`config.mk`:
```
export PLATFORM = sky130hd
export DESIGN_NAME = modular_exponentiation
export DESIGN_NICKNAME = d
export VERILOG_FILES = /design/src/sv/me_pkg.sv /design/src/sv/modular_exponentiation.sv /design/src/sv/me_modmul.sv
export VERILOG_INCLUDE_DIRS = /design/src /design/src/sv
export SDC_FILE = /design/constraint.sdc
export NUM_CORES = 1
export LEC_CHECK = 0
export ABC_AREA = 1
export BUFFER_PORTS_ARGS = -buffer_cell sky130_fd_sc_hd__buf_4
export CORE_MARGIN = 2
export CORE_UTILIZATION = 40
export DETAILED_ROUTE_END_ITERATION = 8
export GPL_ROUTABILITY_DRIVEN = 0
export HOLD_SLACK_MARGIN = 0.1
export SLEW_MARGIN = 30
export SYNTH_ARGS = -nofsm -noshare
export SYNTH_HDL_FRONTEND = slang
export SYNTH_SLANG_ARGS = --single-unit
```
`constraint.sdc`:
```
create_clock -name clk -period 5.6 [get_ports clk]
set_input_delay 0.56 -clock clk [delete_from_list [all_inputs] [get_ports clk]]
set_output_delay 0.56 -clock clk [all_outputs]
set_load 0.01 [all_outputs]
```
`src/sv/modular_exponentiation_assert.svh`:
```
// Assertion macros shared by the modular exponentiation RTL.
// Included by each module that carries concurrent checks; no dependencies.
`ifndef MODULAR_EXPONENTIATION_ASSERT_SVH
`define MODULAR_EXPONENTIATION_ASSERT_SVH

// Same-cycle implication, disabled while reset is asserted.
`define ME_ASSERT_NOW(label, clk, rst_n, ante, cons, msg) \
	label: assert property (@(posedge clk) disable iff (!rst_n) (ante) |-> (cons)) \
		else $error(msg);

// Next-cycle implication, disabled while reset is asserted.
`define ME_ASSERT_NEXT(label, clk, rst_n, ante, cons, msg) \
	label: assert property (@(posedge clk) disable iff (!rst_n) (ante) |=> (cons)) \
		else $error(msg);

`endif

```
`src/sv/me_pkg.sv`:
```
// Shared types and constants for the modular exponentiation block.
// No dependencies; imported by me_modmul and modular_exponentiation.
package me_pkg;

	localparam int DATA_W           = 32;
	localparam int OPERAND_BITS_DEF = 32;

	typedef enum logic [2:0] {
		ST_IDLE,
		ST_REDUCE,
		ST_DISPATCH,
		ST_MUL,
		ST_SQR,
		ST_OUT
	} me_state_t;

	// Request from the sequencer to the serial multiplier.
	typedef struct packed {
		logic start;
		logic wrap;
	} mm_ctrl_t;

	// Status returned by the serial multiplier.
	typedef struct packed {
		logic busy;
		logic done;
	} mm_stat_t;

endpackage

```
`src/sv/modular_exponentiation.sv`:
```
// Each item reduces the base, then takes one product per set exponent bit and one squaring per
// bit below the highest set bit.
// Throughput: one beat at a time; busy stays high from acceptance until done pulses.
// The single bit-serial modular multiplier does all of these products, one multiplier bit per cycle.
// Reset (arst_n low, asynchronous) returns to idle and sets the modulus register to 1.
// Done is high for one cycle; power_result holds the result until the next one. The receiver cannot stall.
`include "modular_exponentiation_assert.svh"

module modular_exponentiation
	import me_pkg::*;
#(
	parameter int OPERAND_BITS = OPERAND_BITS_DEF
) (
	input  logic              clk,
	input  logic              arst_n,
	input  logic              modulus_we,
	input  logic [DATA_W-1:0] modulus,
	input  logic              start,
	input  logic [DATA_W-1:0] base_value,
	input  logic [DATA_W-1:0] exponent,
	output logic              busy,
	output logic              done,
	output logic [DATA_W-1:0] power_result
);

	// Registered state. The exponent register shifts right after each squaring,
	// so its low bit always decides the next operation.
	me_state_t               state_q;
	me_state_t               state_d;
	logic [DATA_W-1:0]       modulus_q;
	logic [OPERAND_BITS-1:0] exp_q;
	logic [OPERAND_BITS-1:0] b_q;
	logic [OPERAND_BITS-1:0] acc_q;
	logic [OPERAND_BITS-1:0] result_q;
	logic                    done_q;

	// Multiplier hookup.
	mm_ctrl_t                mm_ctrl;
	mm_stat_t                mm_stat;
	logic [OPERAND_BITS-1:0] mm_mplier;
	logic [OPERAND_BITS-1:0] mm_mcand;
	logic [OPERAND_BITS-1:0] mm_product;
	logic [OPERAND_BITS-1:0] mod_n;
	logic                    accept;

	localparam logic [OPERAND_BITS-1:0] ONE = {{(OPERAND_BITS-1){1'b0}}, 1'b1};

	// Only the low operand bits of the modulus take part. A zero modulus makes
	// every reduction keep the low operand bits, which is plain wrapping.
	assign mod_n  = modulus_q[OPERAND_BITS-1:0];
	assign accept = start && (state_q == ST_IDLE);

	// Next-state logic. After the base is reduced, the dispatch state looks at
	// the remaining exponent: nothing left ends the item, a set low bit multiplies
	// the accumulator by the current base power, and a clear low bit squares that power.
	// A multiply clears the low bit, so the square for that bit follows, except
	// when no higher bit remains, where the square would be wasted.
	always_comb begin
		state_d = state_q;
		case (state_q)
			ST_IDLE: begin
				if (start) begin
					state_d = ST_REDUCE;
				end
			end
			ST_REDUCE: begin
				if (mm_stat.done) begin
					state_d = ST_DISPATCH;
				end
			end
			ST_DISPATCH: begin
				if (exp_q == '0) begin
					state_d = ST_OUT;
				end else if (exp_q[0]) begin
					state_d = ST_MUL;
				end else begin
					state_d = ST_SQR;
				end
			end
			ST_MUL, ST_SQR: begin
				if (mm_stat.done) begin
					state_d = ST_DISPATCH;
				end
			end
			ST_OUT: begin
				state_d = ST_IDLE;
			end
			default: begin
				state_d = ST_IDLE;
			end
		endcase
	end

	// Output logic: multiplier launch and operand selection. The base reduction
	// is a product of the base with one, launched on the accepting edge.
	always_comb begin
		mm_ctrl.start = 1'b0;
		mm_ctrl.wrap  = (mod_n == '0);
		mm_mplier     = b_q;
		mm_mcand      = b_q;
		case (state_q)
			ST_IDLE: begin
				mm_ctrl.start = start;
				mm_mplier     = base_value[OPERAND_BITS-1:0];
				mm_mcand      = ONE;
			end
			ST_DISPATCH: begin
				mm_ctrl.start = (exp_q != '0);
				if (exp_q[0]) begin
					mm_mplier = acc_q;
				end
			end
			default: begin
				mm_ctrl.start = 1'b0;
			end
		endcase
	end

	always_ff @(posedge clk or negedge arst_n) begin
		if (!arst_n) begin
			state_q   <= ST_IDLE;
			modulus_q <= DATA_W'(1);
			done_q    <= 1'b0;
		end else begin
			state_q <= state_d;
			done_q  <= (state_q == ST_OUT);
			if (modulus_we) begin
				modulus_q <= modulus;
			end
		end
	end

	// Datapath. The accumulator starts at one and is left unreduced when the
	// exponent is zero, so that case yields one even for a modulus of one.
	always_ff @(posedge clk) begin
		case (state_q)
			ST_IDLE: begin
				if (start) begin
					exp_q <= exponent[OPERAND_BITS-1:0];
					acc_q <= ONE;
				end
			end
			ST_REDUCE: begin
				if (mm_stat.done) begin
					b_q <= mm_product;
				end
			end
			ST_MUL: begin
				if (mm_stat.done) begin
					acc_q    <= mm_product;
					exp_q[0] <= 1'b0;
				end
			end
			ST_SQR: begin
				if (mm_stat.done) begin
					b_q   <= mm_product;
					exp_q <= exp_q >> 1;
				end
			end
			ST_OUT: begin
				result_q <= acc_q;
			end
			default: begin
				result_q <= result_q;
			end
		endcase
	end

	me_modmul #(
		.OPERAND_BITS(OPERAND_BITS)
	) u_modmul (
		.clk    (clk),
		.arst_n (arst_n),
		.ctrl   (mm_ctrl),
		.mplier (mm_mplier),
		.mcand  (mm_mcand),
		.modulus(mod_n),
		.stat   (mm_stat),
		.product(mm_product)
	);

	assign busy         = (state_q != ST_IDLE);
	assign done         = done_q;
	assign power_result = DATA_W'(result_q);

	`ME_ASSERT_NEXT(a_accept_busy, clk, arst_n, accept, busy, "accepted beat did not raise busy")
	`ME_ASSERT_NOW(a_done_idle, clk, arst_n, done_q, state_q == ST_IDLE, "result beat outside idle")
	`ME_ASSERT_NOW(a_mm_free, clk, arst_n, mm_ctrl.start, !mm_stat.busy, "multiplier launched while busy")
	`ME_ASSERT_NOW(a_mm_owner, clk, arst_n, mm_stat.done, state_q == ST_REDUCE || state_q == ST_MUL || state_q == ST_SQR, "product returned with no operation pending")

endmodule

```
`src/sv/me_modmul.sv`:
```
// Bit-serial interleaved modular multiplier, one multiplier bit per cycle.
// Depends on me_pkg and modular_exponentiation_assert.svh.
`include "modular_exponentiation_assert.svh"

module me_modmul
	import me_pkg::*;
#(
	parameter int OPERAND_BITS = OPERAND_BITS_DEF
) (
	input  logic                    clk,
	input  logic                    arst_n,
	input  mm_ctrl_t                ctrl,
	input  logic [OPERAND_BITS-1:0] mplier,
	input  logic [OPERAND_BITS-1:0] mcand,
	input  logic [OPERAND_BITS-1:0] modulus,
	output mm_stat_t                stat,
	output logic [OPERAND_BITS-1:0] product
);

	localparam int W  = OPERAND_BITS + 2;
	localparam int CW = $clog2(OPERAND_BITS);

	logic [OPERAND_BITS-1:0] a_q;
	logic [OPERAND_BITS-1:0] b_q;
	logic [OPERAND_BITS-1:0] m_q;
	logic [OPERAND_BITS-1:0] r_q;
	logic                    wrap_q;
	logic [CW-1:0]           cnt_q;
	logic                    run_q;
	logic                    done_q;

	logic [W-1:0]            t;
	logic [W:0]              d1;
	logic [W:0]              d2;
	logic [OPERAND_BITS-1:0] r_next;

	// Double the partial remainder and add the multiplicand when the top bit is set.
	// The sum stays below three times the modulus, so at most one of the two
	// candidate subtractions is needed.
	always_comb begin
		t  = {1'b0, r_q, 1'b0} + (a_q[OPERAND_BITS-1] ? {2'b00, b_q} : W'(0));
		d1 = {1'b0, t} - {3'b000, m_q};
		d2 = {1'b0, t} - {2'b00, m_q, 1'b0};
		if (wrap_q) begin
			r_next = t[OPERAND_BITS-1:0];
		end else if (!d2[W]) begin
			r_next = d2[OPERAND_BITS-1:0];
		end else if (!d1[W]) begin
			r_next = d1[OPERAND_BITS-1:0];
		end else begin
			r_next = t[OPERAND_BITS-1:0];
		end
	end

	always_ff @(posedge clk or negedge arst_n) begin
		if (!arst_n) begin
			run_q  <= 1'b0;
			done_q <= 1'b0;
			cnt_q  <= '0;
		end else begin
			done_q <= 1'b0;
			if (ctrl.start) begin
				run_q <= 1'b1;
				cnt_q <= CW'(OPERAND_BITS - 1);
			end else if (run_q) begin
				cnt_q <= cnt_q - 1'b1;
				if (cnt_q == '0) begin
					run_q  <= 1'b0;
					done_q <= 1'b1;
				end
			end
		end
	end

	always_ff @(posedge clk) begin
		if (ctrl.start) begin
			a_q    <= mplier;
			b_q    <= mcand;
			m_q    <= modulus;
			wrap_q <= ctrl.wrap;
			r_q    <= '0;
		end else if (run_q) begin
			a_q <= a_q << 1;
			r_q <= r_next;
		end
	end

	assign stat.busy = run_q;
	assign stat.done = done_q;
	assign product   = r_q;

	`ME_ASSERT_NOW(a_no_restart, clk, arst_n, ctrl.start, !run_q, "multiplier restarted while running")
	`ME_ASSERT_NEXT(a_done_ends, clk, arst_n, done_q, !run_q && !done_q, "done pulse not single")
	`ME_ASSERT_NOW(a_rem_bound, clk, arst_n, run_q && !wrap_q, r_q < m_q, "remainder out of range")

endmodule
```
==> results.py <==
metrics = {
    "sta": {
        "finalCriticalPeriod_ns": 5.09,
        "slew-limit-headroom": 0.423,
        "setup-tns-final_ns": 0,
        "rsz0062_at_grt": "false",
        "clock_skew_ns": 0.0284,
        "hold_viol_final": 0,
        "tightestPinTransition_ns": 0.865,
        "fmax_ghz": 0.196,
        "timing.final.crit_share": 0.909,
        "setup_viol_count_final": 0,
        "finalMaxSlewViolations": 0,
    },
    "finish": {
        "diodes": 0,
        "syn_to_final_growth_pct": 14.9,
        "drive_gt1_frac": 0.104,
        "nNetsFinal": 2664,
        "finalNonFillerCells": 3096,
    },
    "synth": {
        "postSynth.asyncResetShare": 0.143,
        "syn_inst": 2337,
        "synth-compound-area-share": 0.115,
        "synthesis.area_um2": 18700,
        "syn_avg_cell_area_um2": 8.02,
        "ys_top_cells_by_area": "edfxtp_1, nand2_1, inv_1, ha_1, dfrtp_1",
        "yosysSeqAreaShare": 0.452,
        "synth_nets": 2537,
        "synth-xor-area-share": 0.0327,
        "synth_top_cell_by_area": "edfxtp_1",
        "synth-seq-cells": 300,
        "synth_edf_count": 225,
        "synthSimpleGateAreaFrac": 0.233,
        "yosys.cell_types.count": 56,
        "yosysMostFrequentCell": "nand2_1",
        "ys_warn_count": 0,
        "muxShareOfSynthArea": 0.0144,
        "synth_ff_type": "edfxtp_1",
        "synthAdderAreaFrac": 0.0680,
        "synthTopCellsByCount": "nand2_1, inv_1, nor2_1",
        "synth_top_family_by_area": "simple AND/OR/NAND/NOR gates",
        "netlist.area_leader.share": 0.361,
    },
    "floorplan": {
        "dieArea_um2": 48600,
        "chipHeight_um": 220,
        "core_area_um2": 46400,
        "floorplan.initialDensity": 0.404,
        "row_count": 79,
        "die_width_um": 220,
        "pin_count": 134,
    },
    "setup_path": {
        "startpoint_type": "flop",
        "cp_common_cell": "nand2_1",
        "cp.required_ns": 6.04,
        "slowest_delay_ns": 0.53,
        "reg2reg_slack_ns": 0.51,
        "path_max_fanout": 23,
        "worstSetupPathType": "flop to flop",
        "crit_path_end_kind": "flop",
        "arrival_ns": 5.54,
        "crit_slowest_cell": "edfxtp_1",
    },
    "route": {
        "drt_wl_total_um": 51900,
        "dr_total_vias": 16000,
        "antenna_left": 0,
        "wl_per_cell_um": 16.8,
        "drc": 0,
        "routed_via_density": 5.17,
        "drtIter0Drc": 1329,
        "first_pass_iters": 5,
    },
    "power": {
        "combPwrFrac": 0.020,
        "leakagePower_nw": 9.92,
        "power_frac_seq": 0.506,
        "power_density_nw_per_um2": 221,
        "p_int_mw": 3.78,
        "p_switching_mw": 0.986,
        "peakVddDrop_mv": 0.215,
        "pwr-share-clk": 0.474,
        "swShare": 0.207,
    },
    "global_routing": {
        "grt_pass1_wl_um": 82700,
        "grt_pass1_vias": 15500,
        "antenna_found_initial": 0,
        "grt_overflow": 0,
        "grt_usage": 0.217,
        "grt_max_degree": 91,
    },
    "worst_hold_path": {
        "hp-class": "input port to flop",
    },
    "clock_network": {
        "clk_latency_ns": 0.57,
        "numCtsBuffers": 35,
        "clkSinkCount": 300,
        "cts_resized": 0,
        "cts_tree": "built",
        "postCtsSetupRepairBufs": 0,
        "h-tree-depth": 2,
        "cts_hold_buf": 1,
        "root_buffer": "clkbuf_16",
        "clk_pin_slew_worst_paths_ns": 0.06,
        "clock_path_buffers": 3,
    },
    "placed_design": {
        "port_buffers": 133,
        "hpwl_um": 39500,
        "placed_cells": 3033,
    },
    "job": {
        "cap_violations": 0,
    },
    "outcome": {
        "outcome": "finished clean",
    },
}
## power groups by stage
stage,clock (mW),sequential (mW),combinational (mW)
after floorplan,0,2.45,0.0293
after global placement,0,2.45,0.0931
after detailed placement,0,2.46,0.0956
after CTS,2.32,2.41,0.0967
after global routing,2.40,2.41,0.105
final,2.26,2.41,0.0946
## cells by family (layout without fill, tap and decap cells)
family                     after synthesis  after routing
and+or+nand+nor                       1061           1061
adders and majority gates              100            100
DFF                                    300            300
AOI/OAI and AO/OA                      373            373
buffers and inverters                  409            561
muxes                                   24             24
xor gates and xnor gates                70             70
## layout make-up
class                      count  area [um2]
tap                          607         759
inverter                     348        1310
timing repair buffer         151        1160
fill                        4586       24800
clock buffer                  46         927
sequential                   300        8470
clock inverter                16         190
multi-input combinational   1628        8720
## cells in the final DEF, fill, tap and decap left out, types with 24 or more instances in the layout
cell type	synthesis	final
a21oi_1	125	124
a41oi_1	25	25
buf_4	3	148
clkbuf_16	0	35
dfrtp_1	42	42
dfxtp_1	32	32
edfxtp_1	225	225
ha_1	97	97
inv_1	345	344
mux2_2	24	24
nand2_1	637	636
nand3_1	97	97
nand4_1	26	26
nor2_1	239	236
o21ai_0	135	135
xnor2_1	26	26
xor2_1	44	44
## critical path: cells and delay by family (launching register included)
kind	cells	cell delay, ns
flip-flops	1	0.53
AND/OR/NAND/NOR	27	3.09
adder cells (fa/ha/maj)	2	0.76
AO/OA/AOI/OAI	1	0.17
buffers and inverters	3	0.42
## state kept, by name, summed over array words and instances (netlist names)
signal	flops
acc_q	32
b_q	32
done	1
exp_q	32
mod_n	32
power_result	32
state_q	3
u_modmul.a_q	32
u_modmul.b_q	32
u_modmul.cnt_q	5
u_modmul.done_q	1
u_modmul.m_q	32
u_modmul.product	32
u_modmul.run_q	1
u_modmul.wrap_q	1
## routing by layer
layer,wire [um],share of wire,GRT usage
met1,24700,0.48,0.317
met2,22300,0.43,0.333
met3,3460,0.067,0.0282
met4,1440,0.028,0.0711
met5,0,0,0
## stage by stage
step                utilization  hold slack, ns  power [mW]  area (um2)  setup slack [ns]
finish                    0.465           0.205        4.76       21500             0.507
detailed placement        0.440           0.436        2.55       20400             0.653
global route              0.465           0.212        4.92       21500            0.0636
CTS                       0.465           0.183        4.83       21500             0.620
global placement          0.440           0.439        2.55       20400             0.749
floorplan                     -           0.264        2.48       18700              1.39
## worst paths after layout
path                                       end        startpoint  depth (start not counted)
max                        u_modmul.product[8]  u_modmul.a_q[31]                         33
min                                  mod_n[28]       modulus[28]                          3
max reg2reg                u_modmul.product[8]  u_modmul.a_q[31]                         33
min reg2reg                   power_result[22]         acc_q[22]                          0
max in group asynchronous    u_modmul.cnt_q[4]            arst_n                          2
min in group asynchronous            mod_n[25]            arst_n                          2
Note: power is estimated with default switching activity, not from simulation.
